`src/hdl/u8f_pkg.sv`:
```
package u8f_pkg;

   // Tick input and per-tick result
   typedef struct packed {
      logic       rx_line;
      logic       push_valid;
      logic [7:0] push_data;
      logic       pop_request;
   } req_type;

   typedef struct packed {
      logic       tx_line;
      logic       push_accepted;
      logic       pop_valid;
      logic [7:0] pop_data;
      logic [4:0] rx_available;
      logic [7:0] rx_error_count;
      logic [7:0] rx_drop_count;
      logic       tx_busy;
   } rsp_type;

   typedef struct packed {
      logic [7:0]  reg_index;
      logic [15:0] wdata;
   } csr_type;

   // Register indexes
   localparam logic [7:0] CSR_BIT_PERIOD    = 8'd0;
   localparam logic [7:0] CSR_SAMPLE_OFFSET = 8'd1;

   localparam logic [15:0] BIT_PERIOD_RESET    = 16'd26;
   localparam logic [15:0] SAMPLE_OFFSET_RESET = 16'd3;

   // Transmit phases: 0 frame boundary, 1 start scheduled, 2..9 data bits
   localparam logic [3:0] TX_PHASE_IDLE  = 4'd0;
   localparam logic [3:0] TX_PHASE_START = 4'd1;
   localparam logic [3:0] TX_PHASE_DATA0 = 4'd2;
   localparam logic [3:0] TX_PHASE_LAST  = 4'd9;

   // Receive bit index: 1..8 data bits, 9 stop bit
   localparam logic [3:0] RX_BIT_FIRST = 4'd1;
   localparam logic [3:0] RX_BIT_STOP  = 4'd9;

endpackage

```
`src/hdl/u8f_chan_if.sv`:
```
interface u8f_chan_if #(parameter type payload_type = logic) ();
   logic        valid;
   logic        ready;
   payload_type payload;

   modport source (output valid, output payload, input ready);
   modport sink   (input valid, input payload, output ready);
endinterface

```
`src/hdl/u8f_ram.sv`:
```
module u8f_ram #(
   parameter int WIDTH = 8,
   parameter int DEPTH = 32,
   localparam int AW = $clog2(DEPTH)
) (
   input  logic             clock,
   input  logic             we,
   input  logic [AW-1:0]    waddr,
   input  logic [WIDTH-1:0] wdata,
   input  logic [AW-1:0]    raddr,
   output logic [WIDTH-1:0] rdata
);

   logic [WIDTH-1:0] mem [DEPTH];
   logic [WIDTH-1:0] rdata_ff;

   always_ff @(posedge clock) begin
      if (we) begin
         mem[waddr] <= wdata;
      end
      rdata_ff <= mem[raddr];
   end

   assign rdata = rdata_ff;

endmodule

```
`src/hdl/uart_8n1_with_fifos.sv`:
```
// Tick-driven 8N1 UART with receive and transmit FIFOs.
// Throughput: one tick per cycle unless the result channel stalls; the state
// update is a single pass from the input register to the result register,
// FIFO heads prefetched from the RAMs.
// Reset (synchronous, active high) empties both FIFOs, idles both directions,
// drives the line high and restores bit period 26 and sample offset 3.
module uart_8n1_with_fifos
   import u8f_pkg::*;
#(
   parameter int RX_FIFO_DEPTH = 32,
   parameter int TX_FIFO_DEPTH = 32
) (
   input  logic       clock,
   input  logic       reset,
   u8f_chan_if.sink   req_if,
   u8f_chan_if.source rsp_if,
   u8f_chan_if.sink   csr_if
);

   localparam int RXW = $clog2(RX_FIFO_DEPTH);
   localparam int TXW = $clog2(TX_FIFO_DEPTH);
   localparam int AVW = RXW + 5;
   localparam logic [AVW-1:0] RX_DEPTH_W = AVW'(RX_FIFO_DEPTH);

   function automatic logic [RXW-1:0] rx_inc(input logic [RXW-1:0] p);
      return (p == RXW'(RX_FIFO_DEPTH - 1)) ? '0 : p + 1'b1;
   endfunction

   function automatic logic [TXW-1:0] tx_inc(input logic [TXW-1:0] p);
      return (p == TXW'(TX_FIFO_DEPTH - 1)) ? '0 : p + 1'b1;
   endfunction

   // configuration
   logic [15:0] bit_period_ff, sample_offset_ff;

   // pipeline
   logic    s1_valid_ff, s1_valid_in;
   req_type s1_item_ff;
   logic    rsp_valid_ff, rsp_valid_in;
   rsp_type rsp_data_ff, rsp_data_in;
   logic    advance, req_accept;

   // receiver state
   logic [RXW-1:0] rx_head_ff, rx_head_in, rx_tail_ff, rx_tail_in;
   logic           rx_active_ff, rx_active_in;
   logic [3:0]     rx_bit_index_ff, rx_bit_index_in;
   logic [16:0]    rx_wait_ff, rx_wait_in;
   logic [7:0]     rx_shift_ff, rx_shift_in;
   logic [7:0]     err_count_ff, err_count_in;
   logic [7:0]     drop_count_ff, drop_count_in;
   logic           rx_we, rx_pop;
   logic [2:0]     rx_bit_sel;
   logic [7:0]     rx_pop_data;

   // transmitter state
   logic [TXW-1:0] tx_head_ff, tx_head_mid, tx_tail_ff, tx_tail_in, tx_next_tail;
   logic [3:0]     tx_phase_ff, tx_phase_in, tx_bit_sel;
   logic [15:0]    tx_wait_ff, tx_wait_mid, tx_wait_in;
   logic [7:0]     tx_shift_ff, tx_shift_in;
   logic           tx_running_ff, tx_run_mid, tx_running_in;
   logic           tx_level_ff, tx_level_in, tx_pending;
   logic           tx_we;

   // head prefetch with write bypass
   logic [RXW-1:0] rx_raddr;
   logic [TXW-1:0] tx_raddr;
   logic [7:0]     rx_rdata, tx_rdata, rx_head_data, tx_head_data;
   logic           rx_byp_ff, tx_byp_ff;
   logic [7:0]     rx_byp_data_ff, tx_byp_data_ff;

   logic [AVW-1:0] rx_tail_w, rx_head_w, rx_avail_w;

   // handshakes
   assign advance       = s1_valid_ff && (!rsp_valid_ff || rsp_if.ready);
   assign req_if.ready  = !s1_valid_ff || advance;
   assign req_accept    = req_if.valid && req_if.ready;
   assign csr_if.ready  = 1'b1;
   assign rsp_if.valid  = rsp_valid_ff;
   assign rsp_if.payload = rsp_data_ff;

   assign s1_valid_in  = req_accept ? 1'b1 : (advance ? 1'b0 : s1_valid_ff);
   assign rsp_valid_in = advance ? 1'b1 : (rsp_if.ready ? 1'b0 : rsp_valid_ff);

   assign rx_head_data = rx_byp_ff ? rx_byp_data_ff : rx_rdata;
   assign tx_head_data = tx_byp_ff ? tx_byp_data_ff : tx_rdata;

   // transmitter: timer event, then push
   assign tx_bit_sel = tx_phase_ff - TX_PHASE_DATA0;

   always_comb begin
      case (tx_phase_ff)
         TX_PHASE_IDLE:  tx_pending = 1'b1;
         TX_PHASE_START: tx_pending = 1'b0;
         default:        tx_pending = tx_shift_ff[tx_bit_sel[2:0]];
      endcase
   end

   always_comb begin
      tx_head_mid = tx_head_ff;
      tx_phase_in = tx_phase_ff;
      tx_wait_mid = tx_wait_ff;
      tx_shift_in = tx_shift_ff;
      tx_run_mid  = tx_running_ff;
      tx_level_in = tx_level_ff;
      if (tx_running_ff) begin
         if (tx_wait_ff > 16'd1) begin
            tx_wait_mid = tx_wait_ff - 16'd1;
         end else begin
            tx_wait_mid = bit_period_ff;
            tx_level_in = tx_pending;
            if (tx_phase_ff == TX_PHASE_IDLE) begin
               if (tx_head_ff == tx_tail_ff) begin
                  tx_run_mid = 1'b0;
               end else begin
                  tx_shift_in = tx_head_data;
                  tx_head_mid = tx_inc(tx_head_ff);
                  tx_phase_in = TX_PHASE_START;
               end
            end else if (tx_phase_ff >= TX_PHASE_LAST) begin
               tx_phase_in = TX_PHASE_IDLE;
            end else begin
               tx_phase_in = tx_phase_ff + 4'd1;
            end
         end
      end
      tx_next_tail  = tx_inc(tx_tail_ff);
      tx_we         = s1_item_ff.push_valid && (tx_next_tail != tx_head_mid);
      tx_tail_in    = tx_we ? tx_next_tail : tx_tail_ff;
      tx_running_in = tx_run_mid || tx_we;
      tx_wait_in    = (tx_we && !tx_run_mid) ? bit_period_ff : tx_wait_mid;
   end

   // receiver, then pop
   assign rx_bit_sel = 3'(rx_bit_index_ff - RX_BIT_FIRST);

   always_comb begin
      rx_active_in    = rx_active_ff;
      rx_bit_index_in = rx_bit_index_ff;
      rx_wait_in      = rx_wait_ff;
      rx_shift_in     = rx_shift_ff;
      rx_tail_in      = rx_tail_ff;
      err_count_in    = err_count_ff;
      drop_count_in   = drop_count_ff;
      rx_we           = 1'b0;
      if (!rx_active_ff) begin
         if (!s1_item_ff.rx_line) begin
            rx_active_in    = 1'b1;
            rx_bit_index_in = RX_BIT_FIRST;
            rx_shift_in     = 8'd0;
            rx_wait_in      = {1'b0, bit_period_ff} + {1'b0, sample_offset_ff};
         end
      end else if (rx_wait_ff > 17'd1) begin
         rx_wait_in = rx_wait_ff - 17'd1;
      end else if (rx_bit_index_ff >= RX_BIT_STOP) begin
         rx_active_in    = 1'b0;
         rx_bit_index_in = 4'd0;
         if (s1_item_ff.rx_line) begin
            if (rx_inc(rx_tail_ff) != rx_head_ff) begin
               rx_we      = 1'b1;
               rx_tail_in = rx_inc(rx_tail_ff);
            end else begin
               drop_count_in = drop_count_ff + 8'd1;
            end
         end else begin
            err_count_in = err_count_ff + 8'd1;
         end
      end else begin
         rx_shift_in     = rx_shift_ff | (8'(s1_item_ff.rx_line) << rx_bit_sel);
         rx_bit_index_in = rx_bit_index_ff + 4'd1;
         rx_wait_in      = {1'b0, bit_period_ff};
      end
      rx_pop = s1_item_ff.pop_request && (rx_head_ff != rx_tail_in);
      // a frame landing in an empty FIFO can be popped in the same tick
      rx_pop_data = (rx_we && (rx_tail_ff == rx_head_ff)) ? rx_shift_ff : rx_head_data;
      rx_head_in  = rx_pop ? rx_inc(rx_head_ff) : rx_head_ff;
   end

   assign rx_tail_w  = AVW'(rx_tail_in);
   assign rx_head_w  = AVW'(rx_head_in);
   assign rx_avail_w = (rx_tail_w >= rx_head_w) ? (rx_tail_w - rx_head_w)
                                                : (rx_tail_w + RX_DEPTH_W - rx_head_w);

   always_comb begin
      rsp_data_in.tx_line        = tx_level_in;
      rsp_data_in.push_accepted  = tx_we;
      rsp_data_in.pop_valid      = rx_pop;
      rsp_data_in.pop_data       = rx_pop ? rx_pop_data : 8'd0;
      rsp_data_in.rx_available   = rx_avail_w[4:0];
      rsp_data_in.rx_error_count = err_count_in;
      rsp_data_in.rx_drop_count  = drop_count_in;
      rsp_data_in.tx_busy        = tx_running_in;
   end

   assign rx_raddr = advance ? rx_head_in : rx_head_ff;
   assign tx_raddr = advance ? tx_head_mid : tx_head_ff;

   u8f_ram #(.WIDTH(8), .DEPTH(RX_FIFO_DEPTH)) rx_ram (
      .clock (clock),
      .we    (advance && rx_we),
      .waddr (rx_tail_ff),
      .wdata (rx_shift_ff),
      .raddr (rx_raddr),
      .rdata (rx_rdata)
   );

   u8f_ram #(.WIDTH(8), .DEPTH(TX_FIFO_DEPTH)) tx_ram (
      .clock (clock),
      .we    (advance && tx_we),
      .waddr (tx_tail_ff),
      .wdata (s1_item_ff.push_data),
      .raddr (tx_raddr),
      .rdata (tx_rdata)
   );

   // payload registers
   always_ff @(posedge clock) begin
      if (req_accept) begin
         s1_item_ff <= req_if.payload;
      end
      if (advance) begin
         rsp_data_ff <= rsp_data_in;
      end
      rx_byp_data_ff <= rx_shift_ff;
      tx_byp_data_ff <= s1_item_ff.push_data;
   end

   always_ff @(posedge clock) begin
      if (reset) begin
         bit_period_ff    <= BIT_PERIOD_RESET;
         sample_offset_ff <= SAMPLE_OFFSET_RESET;
         s1_valid_ff      <= 1'b0;
         rsp_valid_ff     <= 1'b0;
         rx_head_ff       <= '0;
         rx_tail_ff       <= '0;
         rx_active_ff     <= 1'b0;
         rx_bit_index_ff  <= 4'd0;
         rx_wait_ff       <= 17'd0;
         rx_shift_ff      <= 8'd0;
         err_count_ff     <= 8'd0;
         drop_count_ff    <= 8'd0;
         tx_head_ff       <= '0;
         tx_tail_ff       <= '0;
         tx_phase_ff      <= TX_PHASE_IDLE;
         tx_wait_ff       <= 16'd0;
         tx_shift_ff      <= 8'd0;
         tx_running_ff    <= 1'b0;
         tx_level_ff      <= 1'b1;
         rx_byp_ff        <= 1'b0;
         tx_byp_ff        <= 1'b0;
      end else begin
         if (csr_if.valid) begin
            case (csr_if.payload.reg_index)
               CSR_BIT_PERIOD:    bit_period_ff    <= csr_if.payload.wdata;
               CSR_SAMPLE_OFFSET: sample_offset_ff <= csr_if.payload.wdata;
               default: ;
            endcase
         end
         s1_valid_ff  <= s1_valid_in;
         rsp_valid_ff <= rsp_valid_in;
         // RAM reads old data on a same-address write: remember the new byte
         rx_byp_ff <= advance && rx_we && (rx_tail_ff == rx_raddr);
         tx_byp_ff <= advance && tx_we && (tx_tail_ff == tx_raddr);
         if (advance) begin
            rx_head_ff      <= rx_head_in;
            rx_tail_ff      <= rx_tail_in;
            rx_active_ff    <= rx_active_in;
            rx_bit_index_ff <= rx_bit_index_in;
            rx_wait_ff      <= rx_wait_in;
            rx_shift_ff     <= rx_shift_in;
            err_count_ff    <= err_count_in;
            drop_count_ff   <= drop_count_in;
            tx_head_ff      <= tx_head_mid;
            tx_tail_ff      <= tx_tail_in;
            tx_phase_ff     <= tx_phase_in;
            tx_wait_ff      <= tx_wait_in;
            tx_shift_ff     <= tx_shift_in;
            tx_running_ff   <= tx_running_in;
            tx_level_ff     <= tx_level_in;
         end
      end
   end

   // an idle transmitter always leaves the line high
   assert property (@(posedge clock) disable iff (reset) !tx_running_ff |-> tx_level_ff)
      else $error("tx idle with line low");

   assert property (@(posedge clock) disable iff (reset)
                    tx_phase_ff <= TX_PHASE_LAST && rx_bit_index_ff <= RX_BIT_STOP)
      else $error("frame phase out of range");

   assert property (@(posedge clock) disable iff (reset)
                    !rx_active_ff |-> rx_bit_index_ff == 4'd0)
      else $error("rx bit index set while idle");

   assert property (@(posedge clock) disable iff (reset)
                    rsp_valid_ff && !rsp_data_ff.pop_valid |-> rsp_data_ff.pop_data == 8'd0)
      else $error("pop data without pop");

endmodule

```
`src/flat_wrapper.sv`:
```
// flat-port wrapper written by rule: the top's interface ports become plain ports
module uart_8n1_with_fifos_flat import u8f_pkg::*;
#(
   parameter int RX_FIFO_DEPTH = 32,
   parameter int TX_FIFO_DEPTH = 32
)
  (clock, reset, req_if_valid, req_if_payload, req_if_ready, rsp_if_valid, rsp_if_payload, rsp_if_ready, csr_if_valid, csr_if_payload, csr_if_ready);
  u8f_chan_if #(.payload_type(req_type)) req_if_i ();
  u8f_chan_if #(.payload_type(rsp_type)) rsp_if_i ();
  u8f_chan_if #(.payload_type(csr_type)) csr_if_i ();
  input  logic clock;
  input  logic reset;
  input wire logic [$bits(req_if_i.valid)-1:0] req_if_valid;
  input wire logic [$bits(req_if_i.payload)-1:0] req_if_payload;
  output wire logic [$bits(req_if_i.ready)-1:0] req_if_ready;
  output wire logic [$bits(rsp_if_i.valid)-1:0] rsp_if_valid;
  output wire logic [$bits(rsp_if_i.payload)-1:0] rsp_if_payload;
  input wire logic [$bits(rsp_if_i.ready)-1:0] rsp_if_ready;
  input wire logic [$bits(csr_if_i.valid)-1:0] csr_if_valid;
  input wire logic [$bits(csr_if_i.payload)-1:0] csr_if_payload;
  output wire logic [$bits(csr_if_i.ready)-1:0] csr_if_ready;
  assign req_if_i.valid = req_if_valid;
  assign req_if_i.payload = req_if_payload;
  assign req_if_ready = req_if_i.ready;
  assign rsp_if_valid = rsp_if_i.valid;
  assign rsp_if_payload = rsp_if_i.payload;
  assign rsp_if_i.ready = rsp_if_ready;
  assign csr_if_i.valid = csr_if_valid;
  assign csr_if_i.payload = csr_if_payload;
  assign csr_if_ready = csr_if_i.ready;
  uart_8n1_with_fifos #(.RX_FIFO_DEPTH(RX_FIFO_DEPTH), .TX_FIFO_DEPTH(TX_FIFO_DEPTH)) u_core (.clock(clock), .reset(reset), .req_if(req_if_i), .rsp_if(rsp_if_i), .csr_if(csr_if_i));
endmodule
```
`config.mk`:
```
export PLATFORM = sky130hd
export DESIGN_NAME = uart_8n1_with_fifos_flat
export DESIGN_NICKNAME = d
export VERILOG_FILES = /design/src/hdl/u8f_pkg.sv /design/src/hdl/u8f_chan_if.sv /design/src/hdl/u8f_ram.sv /design/src/hdl/uart_8n1_with_fifos.sv /design/src/flat_wrapper.sv
export SDC_FILE = /design/constraint.sdc
export NUM_CORES = 1
export LEC_CHECK = 0
export ABC_AREA = 0
export BUFFER_PORTS_ARGS = -buffer_cell sky130_fd_sc_hd__clkbuf_2
export CAP_MARGIN = 10
export CORE_MARGIN = 2
export CORE_UTILIZATION = 62
export CTS_CLUSTER_DIAMETER = 120
export CTS_CLUSTER_SIZE = 40
export DETAILED_ROUTE_END_ITERATION = 7
export MAX_ROUTING_LAYER = met4
export PLACE_DENSITY_LB_ADDON = 0.05
export SETUP_SLACK_MARGIN = 0.2
export SKIP_LAST_GASP = 1
export SYNTH_ARGS = -nofsm -noshare
export SYNTH_HDL_FRONTEND = slang
export SYNTH_SLANG_ARGS = --single-unit
```
`constraint.sdc`:
```
create_clock -name clock -period 6.61 [get_ports clock]
set_input_delay 0 -clock clock [delete_from_list [all_inputs] [get_ports clock]]
set_output_delay 0 -clock clock [all_outputs]
set_load 0.01 [all_outputs]
```
### After elaboration in Yosys (flattened, before gate mapping)

Memories as Yosys holds them, arrays and structs flattened. A register that Yosys moved wholly into a read port is not among the register bits.
Cells that the tools add are included.

* output and inout port bits: 36
* memories: 2
* register bits after elaboration: 192
* bits of input ports: 40
* memory bits (writable): 512

Memory list
* u_core.rx_ram.mem: words 32, width 8, read ports 1, clocked after memory_dff 1, wr ports 1, line u8f_ram.sv:14 `logic [WIDTH-1:0] mem [DEPTH];`
* u_core.tx_ram.mem: words 32, width 8, read ports 1, clocked after memory_dff 1, wr ports 1, line u8f_ram.sv:14

* multiplexer cells: 73
* $add $sub $neg: 16
* bitwise logic cells: 3
* equal/unequal tests: 18
* magnitude comparators: 6
* reduce and logical (&&, ||, !) cells: 30
* shift-type cells: 1

Operator list (count)
* two-way mux 8 bit: 16
* two-way mux 5 bit: 17
* two-way mux 17 bit: 4
* two-way mux 16 bit: 3
* two-way mux 4 bit: 7
* adder 5 x 1 -> 5 bit (second input constant): 5
* two-way mux 1 bit: 24
* equality test 5 bit: 4
* equality test 5 bit (second input constant): 4
* adder 16 x 16 -> 17 bit: 1
* > comparator 17 x 1 -> 1 bit (second input constant): 1
* subtractor 17 x 1 -> 17 bit (second input constant): 1
* adder 8 x 1 -> 8 bit (second input constant): 2
* > comparator 16 x 1 -> 1 bit (second input constant): 1
* subtractor 16 x 1 -> 16 bit (second input constant): 1
* inequality test 5 bit: 3
* logical AND 1 bit: 10
* subtractor 5 bit: 2
* adder 4 x 1 -> 4 bit (second input constant): 2
* equality test 8 x 1 -> 1 bit (second input constant): 1
* >= comparator 4 bit (second input constant): 2
* logical NOT 8 bit: 1
* inequality test 2 bit (second input constant): 4
* bitwise OR 8 bit: 1
* other kinds (18): 30

### Logic depth before layout (Yosys ltp)

Gate-level depths: netlist of the first run.

* depth after elaboration: 14
* gate-level depth with buffers: 22
* gate-level depth less buffers: 19

### Cells and area by module

From an unflattened synthesis of the first run, not the netlist that was laid out.

* cells, all modules: 1997
* area total of the unflattened synthesis: 30554.3 um2

Modules (own cells, without submodules)
* u8f_ram: area an instance 10053.4 um2, sequential area each 7847.5 um2, times used 2, cells each 417
* uart_8n1_with_fifos: area an instance 10447.5 um2, sequential area each 4284.1 um2, times used 1, cells each 1163

### Worst setup path after synthesis of the first run

OpenSTA, ideal clock, no wires.

* path type: register -> register
* start: reg u_core.rx_tail_ff[3]
* end: reg u_core.rsp_data_ff, in the netlist u_core.rsp_if.payload[21] (data pin)
* stages on the path, launching flop included: 21
* arrival: 4.441 ns
* path slack: 1.909 ns
* clock period less this slack: 4.701 ns
* path buffers: 2
* setup time: 0.260 ns
* path through: dfxtp_1 > clkbuf_1 > clkbuf_1 > and3_1 > ha_1 > xnor2_1 > nor4b_1 > o211a_1 > or4b_1 > o211a_2 > nor4_4 > inv_2 > nand2b_1 > o21ai_0 > ha_1 > fa_1 > inv_1 > a21o_1 > a21oi_1 > xnor2_1 > xnor2_1

RTL lines
* start, declared: line uart_8n1_with_fifos.sv:44 `logic [RXW-1:0] rx_head_ff, rx_head_in, rx_tail_ff, rx_tail_in;`
* start signal, assigned: line uart_8n1_with_fifos.sv:265 `rx_tail_ff <= rx_tail_in;`
* end signal, assigned: line uart_8n1_with_fifos.sv:221 `rsp_data_ff <= rsp_data_in;`
* end, declared: line uart_8n1_with_fifos.sv:40 `rsp_type rsp_data_ff, rsp_data_in;`

### Worst setup path after layout of the first run

* start: reg u_core.rx_tail_ff[0]
* end: reg u_core.rx_ram.rdata_ff[5] (netlist: u_core.rx_ram.rdata[5]) (read register of u_core.rx_ram.mem)

* cells in the longest elaborated chain, start to end: 12

RTL lines
* adder 5 x 1 -> 5 bit / equality test 5 bit (equally long branches): line uart_8n1_with_fifos.sv:26 `return (p == RXW'(RX_FIFO_DEPTH - 1)) ? '0 : p + 1'b1;`
* two-way mux 5 bit: line uart_8n1_with_fifos.sv:26
* inequality test 5 bit: line uart_8n1_with_fifos.sv:158 `if (rx_inc(rx_tail_ff) != rx_head_ff) begin`
* two-way mux 5 bit: line uart_8n1_with_fifos.sv:158
* two-way mux 5 bit: line uart_8n1_with_fifos.sv:157 `if (s1_item_ff.rx_line) begin`
* two-way mux 5 bit: line uart_8n1_with_fifos.sv:154 `end else if (rx_bit_index_ff >= RX_BIT_STOP) begin`
* two-way mux 5 bit: line uart_8n1_with_fifos.sv:152 `end else if (rx_wait_ff > 17'd1) begin`
* two-way mux 5 bit (*): line uart_8n1_with_fifos.sv:145 `if (!rx_active_ff) begin`
* inequality test 5 bit (*): line uart_8n1_with_fifos.sv:172 `rx_pop = s1_item_ff.pop_request && (rx_head_ff != rx_tail_in);`
* logical AND 1 bit (*): line uart_8n1_with_fifos.sv:172
* two-way mux 5 bit (*): line uart_8n1_with_fifos.sv:175 `rx_head_in = rx_pop ? rx_inc(rx_head_ff) : rx_head_ff;`
* two-way mux 5 bit (*)
* end, declared: line u8f_ram.sv:15 `logic [WIDTH-1:0] rdata_ff;`

Mark *: on every way between the ends. The rest lies on a longest branch, timed or not.
A chain may end at the register's enable or synchronous reset.

==> flow_summary_export.csv, run 1 <==
group,metric,value,unit
yosys,ys.flop_type,"edfxtp_1",
sta,finalHoldViolCount,0,
grt,grt_pass1_wl,100.1,mm
yosys,yosys.area.top_type_share,53.97,%
pwr,peakVddDrop,0.2388,mV
yosys,synth.distinct_cells,73,
routing,vias,18002,
die,start_util,63.07,%
critical_path,critPathBufInv,1,
grt,grt_pass1_vias,17594,
yosys,yosys.area_share.simple,8.291,%
clocking,cts_root_buffer,"clkbuf_16",
die,die_x,227.4,um
routing,highest_layer,"met4",
sta,slew_violations,0,
run_status,status,"finished clean",
critical_path,start_kind,"flip-flop",
placed_design,hpwlAfterDp,42.23,mm
grt,grt_antenna_before_repair,0,
yosys,synth_top_family_by_area,"multiplexers",
routing,wl_per_cell,21.73,um
critical_path,cp_max_fo,34,
critical_path,critPathMostFrequentCell,"ha_1",
sta,fin_tns_setup,0,ns
sta,relSlewSlack,18.37,%
critical_path,cp.arrival,6.38,ns
die,io_pins,76,
sta,worst_slew_pin_slew,1.224,ns
routing,ant_nets,0,
grt,grt_max_degree,78,
yosys,synth_area,30940,um2
sta,fin_crit,5.878,ns
critical_path,critPathMaxStageDelay,0.76,ns
routing,drcViolationCount,0,
routing,wl_met1,28.32,mm
clocking,clk_path_buf_depth,3,
critical_path,end_kind,"flip-flop",
critical_path,cp_cell_sequence,"ha_1, and3_1, ha_1, and3b_1, o21ai_0, a31oi_1, a2111oi_2, nor3_1, nor4_4, or3_1, o21a_2, buf_12, mux2i_1, o22ai_1, nor4_1",
yosys,synth_top_cell_by_area,"edfxtp_1",
die,rows,81,
yosys,synth_xor_area_share,2.095,%
routing,drt_iter0_markers,1330,
final_layout,area_growth,6.754,%
clocking,cts_made_buffers,21,
clocking,cts_sinks,720,
sta,skew,0.02742,ns
final_layout,final_cell_mix,"edfxtp_1 (556), mux2i_1 (261), nor2_1 (217)",
clocking,clk_pin_slew,0.15,ns
sta,rsz0062_at_grt,"no",
die,die_y,227.4,um
critical_path,crit_type,"reg2reg",
yosys,ys_warn_count,0,
final_layout,diodes,0,
pwr,leakage,12.43,nW
yosys,synth_cells,2226,
yosys,synth_fa_ha_area_share,2.071,%
run,drv_cap,0,
final_layout,drive_above_1_share,10.79,%
routing,drt-total-wl,64.19,mm
final_layout,final_common_cell,"edfxtp_1",
yosys,syn_nets,2316,
critical_path,required,7.11,ns
final_layout,fin_nets,2365,
yosys,synthTopCellsByArea,"edfxtp_1 (54%), dfxtp_1 (11%), mux2i_1 (8.5%), mux4_2 (4.8%), nor2_1 (2.6%)",
pwr,p_total,7.125,mW
sta,fmax,0.1701,GHz
routing,met3WireLength,2.445,mm
routing,via_per_inst,6.094,
grt,overflow,0,
yosys,ys_seq_area_share,64.58,%
placed_design,place_congestion,0.8750,
sta,finalCritPeriodShare,88.92,%
die,core_area,49050,um2
clocking,cts_tree,"done",
die,die_area,51700,um2
routing,drt_first_pass_iters,5,
critical_path,cp_slowest_cell,"nor4_4",
sta,setup_viol,0,
grt,grtUsageTotal,25.99,%
routing,wl_met2,31.99,mm
yosys,async_flop_share,0,%
pwr,p_per_area,215.7,nW/um2
clocking,clk_latency,0.61,ns
yosys,synth_area_per_cell,13.90,um2
yosys,synthMuxAreaShare,14.04,%
critical_path,r2r_slack,0.73,ns
placed_design,port_buffers,74,
clocking,h-tree-depth,1,
hold_path,min_path_type,"in2reg",
yosys,synth_compound_gate_area_share,6.766,%
yosys,synth-edff-count,556,
critical_path,crit_family,"simple AND/OR/NAND/NOR gates",
yosys,synth-seq-cells,720,
[Yosys cell counts (all sizes together) (8+ instances only)]
cell / instances
a21oi: 70
o31ai: 12
clkbuf: 80
nor4: 25
or3: 23
nand2: 116
nand2b: 13
edfxtp: 556
a211oi: 26
nor3: 41
buf: 37
a21o: 8
a31oi: 10
nor2b: 9
a22oi: 8
o21ai: 91
nand4: 10
ha: 48
or4: 8
dfxtp: 164
o22ai: 32
o211ai: 27
xnor2: 54
nand3: 22
inv: 48
nor2: 219
mux2: 20
and2: 11
mux4: 66
xor2: 20
mux2i: 263
[sequential cells by signal, indices dropped and copies added (netlist names), 4 cells and up]
| register | flops |
|---|---|
| u_core.drop_count_ff | 8 |
| u_core.tx_head_ff | 5 |
| u_core.rx_tail_ff | 5 |
| u_core.rx_wait_ff | 17 |
| u_core.tx_shift_ff | 8 |
| u_core.rsp_if.payload | 33 |
| u_core.tx_ram.rdata | 8 |
| u_core.s1_item_ff | 11 |
| u_core.tx_ram.mem | 256 |
| u_core.bit_period_ff | 16 |
| u_core.err_count_ff | 8 |
| u_core.rx_bit_index_ff | 4 |
| u_core.tx_byp_data_ff | 8 |
| u_core.tx_tail_ff | 5 |
| u_core.rx_head_ff | 5 |
| u_core.sample_offset_ff | 16 |
| u_core.tx_phase_ff | 4 |
| u_core.tx_wait_ff | 16 |
| u_core.rx_shift_ff | 8 |
| u_core.rx_byp_data_ff | 8 |
| u_core.rx_ram.mem | 256 |
| u_core.rx_ram.rdata | 8 |
[area by class of cell]
type / count / area, um2
clock buffers: 37 / 585.6
fillers: 3535 / 16020
well taps: 664 / 830.8
repair buffers: 143 / 1089
inverters: 48 / 180.2
flip-flops and latches: 720 / 19980
clock inverters: 1 / 8.758
multi-input cells: 1341 / 10350
[where the power goes]
part | internal (mW) | switching (mW) | total [mW]
Clock | 0.621 | 1.24 | 1.86
Combinational | 0.133 | 0.216 | 0.349
Sequential | 4.87 | 0.0469 | 4.92
[worst reg2reg max path, delay by kind of cell (launching register included)]
kind	cells	cell delay, ns
AOI/OAI and AO/OA	5	1.77
adders and majority gates	2	0.77
buffers and inverters	1	0.36
DFF	1	0.67
muxes	1	0.25
and+or+nand+nor	6	1.96
[logic make-up (layout without fill, tap and decap cells)]
logic type	after synthesis	count (layout)
adder cells (fa/ha/maj)	50	50
AO/OA/AOI/OAI	330	330
other	1	1
AND/OR/NAND/NOR	537	537
multiplexers	349	349
buffers and inverters	165	229
flip-flops	720	720
XOR/XNOR	74	74
[routing by layer]
| layer | vias up | global-route usage [%] |
|---|---|---|
| li1 | 8484 | - |
| met1 | 9009 | 34.88 |
| met2 | 428 | 43.83 |
| met3 | 81 | 2.130 |
| met4 | 0 | 5.798 |
| met5 | - | - |
[metrics by stage]
| stage | hold WS (ns) | area (um2) | std cells | setup WS, ns | util, % |
|---|---|---|---|---|---|
| global route | 0.07885 | 33030 | 2954 | 0.3290 | 67.33 |
| finish | 0.08413 | 33030 | 2954 | 0.7325 | 67.33 |
| global placement | 0.1765 | 32010 | 2878 | 1.093 | 65.26 |
| floorplan | 0.09887 | 30940 | 2226 | 1.909 | - |
| CTS | 0.03451 | 32960 | 2951 | 0.7985 | 67.19 |
| detailed placement | 0.1786 | 32010 | 2878 | 0.8229 | 65.26 |
[final timing paths]
kind	endpoint	cells past startpoint	startpoint
worst max-delay path	u_core.rx_ram.rdata[5]	15	u_core.rx_tail_ff[0]
worst min-delay path	u_core.bit_period_ff[14]	6	csr_if_payload[20]
worst max register to register	u_core.rx_ram.rdata[5]	15	u_core.rx_tail_ff[0]
worst min register to register	u_core.tx_wait_ff[12]	2	u_core.tx_wait_ff[12]
[timing repair]
item | CTS | global route
buffers inserted | 0 | 0
hold buffers | 35 | 0
resized for setup | 0 | 0
endpoints found under the setup margin | 0 | 0
hold endpoints to repair | 90 | 0
Note: power is estimated with default switching activity, not from simulation.
==> run 2, diff against run 1 <==
--- a/config.mk
+++ b/config.mk
@@ -8,8 +8,10 @@
 export ABC_AREA = 0
 export BUFFER_PORTS_ARGS = -buffer_cell sky130_fd_sc_hd__clkbuf_2
 export CAP_MARGIN = 10
+export CELL_PAD_IN_SITES_DETAIL_PLACEMENT = 1
+export CELL_PAD_IN_SITES_GLOBAL_PLACEMENT = 1
 export CORE_MARGIN = 2
-export CORE_UTILIZATION = 62
+export CORE_UTILIZATION = 53
 export CTS_CLUSTER_DIAMETER = 120
 export CTS_CLUSTER_SIZE = 40
 export DETAILED_ROUTE_END_ITERATION = 7
==> flow_summary_export.csv, run 2 (synthesis gave the netlist of run 1 again) <==
group,metric,value,unit
clocking,cts_root_buffer,"clkbuf_16",
final_layout,final_cell_mix,"edfxtp_1 (556), mux2i_1 (261), nor2_1 (217)",
die,die_x,245.6,um
pwr,leakage,12.54,nW
sta,slew_violations,0,
routing,drt_first_pass_iters,5,
clocking,h-tree-depth,1,
grt,grt_pass1_wl,113.3,mm
critical_path,cp.arrival,6.24,ns
placed_design,place_congestion,0.8294,
critical_path,end_kind,"flip-flop",
clocking,clk_path_buf_depth,3,
die,core_area,57700,um2
sta,skew,0.03029,ns
die,rows,88,
routing,drt_iter0_markers,1220,
clocking,clk_latency,0.63,ns
final_layout,drive_above_1_share,11.41,%
sta,setup_ws,0.8451,ns
hold_path,min_path_type,"in2reg",
critical_path,cp_max_fo,51,
final_layout,fillers,5562,
critical_path,required,7.09,ns
placed_design,hpwlAfterDp,49.31,mm
final_layout,area_growth,7.813,%
die,die_area,60320,um2
sta,fmax,0.1735,GHz
sta,setup_viol,0,
critical_path,start_kind,"flip-flop",
routing,drcViolationCount,0,
routing,ant_nets,0,
pwr,p_per_area,217.8,nW/um2
final_layout,diodes,0,
critical_path,crit_type,"reg2reg",
final_layout,final_common_cell,"edfxtp_1",
sta,relSlewSlack,24.17,%
clocking,cts_made_buffers,22,
grt,overflow,0,
grt,grt_max_degree,72,
clocking,cts_sinks,720,
die,start_util,53.62,%
final_layout,fin_nets,2378,
pwr,peakVddDrop,0.3417,mV
die,die_y,245.6,um
sta,rsz0062_at_grt,"no",
routing,via_per_inst,5.963,
routing,wl_per_cell,24.21,um
sta,worst_slew_pin_slew,1.137,ns
placed_design,pre_cts_slack,0.5482,ns
sta,fin_tns_setup,0,ns
run,drv_cap,0,
sta,finalCritPeriodShare,87.21,%
grt,grt_antenna_before_repair,0,
routing,vias,18301,
die,io_pins,76,
clocking,clk_pin_slew,0.15,ns
routing,drt-total-wl,74.30,mm
sta,fin_crit,5.765,ns
grt,grtUsageTotal,25.18,%
run_status,status,"finished clean",
grt,grt_pass1_vias,19065,
placed_design,port_buffers,74,
clocking,cts_tree,"done",
sta,finalHoldViolCount,0,
==> run 2: cell types whose count changed in the layout (fill, tap and decap cells not counted), sizes merged <==
cell	delta
buf	+12
dlygate4sd3	-1
o211a	+1
clkbuf	-1
clkinv	+3
==> run 2: routing by layer <==
layer | GRT usage [%] | up-vias | wire length (um)
met1 | 32.41 | 9423 | 32090
met2 | 44.09 | 293 | 38380
met3 | 1.986 | 66 | 2298
met4 | 5.062 | 0 | 1530
li1 | - | 8519 | -
met5 | - | - | 0
==> run 2: area by class of cell <==
| class | instances | area (um2) | area share [%] |
|---|---|---|---|
| multi-input cells | 1342 | 10370 | 31.09 |
| flip-flops and latches | 720 | 19980 | 59.90 |
| clock inverters | 4 | 66.31 | 0.1988 |
| well taps | 765 | 957.2 | 2.870 |
| inverters | 48 | 180.2 | 0.5402 |
| repair buffers | 154 | 1201 | 3.601 |
| clock buffers | 36 | 603.1 | 1.808 |
==> run 2: worst paths after layout <==
check	to	slack, ns	cells past startpoint	from
max	u_core.rx_ram.rdata[4]	0.85	16	u_core.rx_tail_ff[0]
min	u_core.bit_period_ff[1]	0.08	7	csr_if_payload[22]
max reg2reg	u_core.rx_ram.rdata[4]	0.85	16	u_core.rx_tail_ff[0]
min reg2reg	u_core.tx_wait_ff[12]	0.48	2	u_core.tx_wait_ff[12]
==> run 2: power breakdown <==
part | switching, mW | internal [mW]
sequential | 0.0365 | 4.87
clock | 1.32 | 0.661
combinational | 0.242 | 0.135
==> run 2: through the flow <==
step | total power [mW] | cell area, um2 | hold slack (ns) | util [%] | cells
floorplan | 5.243 | 30940 | 0.09887 | - | 2226
global placement | 5.353 | 32220 | 0.1785 | 55.84 | 2987
detailed placement | 5.367 | 32220 | 0.1788 | 55.84 | 2987
CTS | 7.302 | 33230 | 0.05142 | 57.59 | 3061
global route | 7.477 | 33360 | 0.07095 | 57.81 | 3069
finish | 7.265 | 33360 | 0.08445 | 57.81 | 3069
==> run 2: critical path, cell delays in order, from the launching register on <==
cell and delay [ns]:
dfxtp_1 0.69, ha_1 0.27, and3_1 0.17, ha_1 0.52, nand2b_1 0.19, o221ai_1 0.21
o211a_1 0.25, a2111oi_2 0.64, o211a_1 0.26, nor4_4 0.05, buf_4 0.17, or3_1 0.38
o21a_2 0.26, buf_12 0.23, nand3b_1 0.53, o22ai_1 0.64, nor4_1 0.13
==> run 2: what timing repair did <==
| action | in CTS | in global routing |
|---|---|---|
| hold buffers | 34 | 0 |
| endpoints found under the setup margin | 0 | 5 |
| setup buffers | 0 | 3 |
| endpoints found under the hold margin | 81 | 0 |
| gates resized for setup | 0 | 0 |
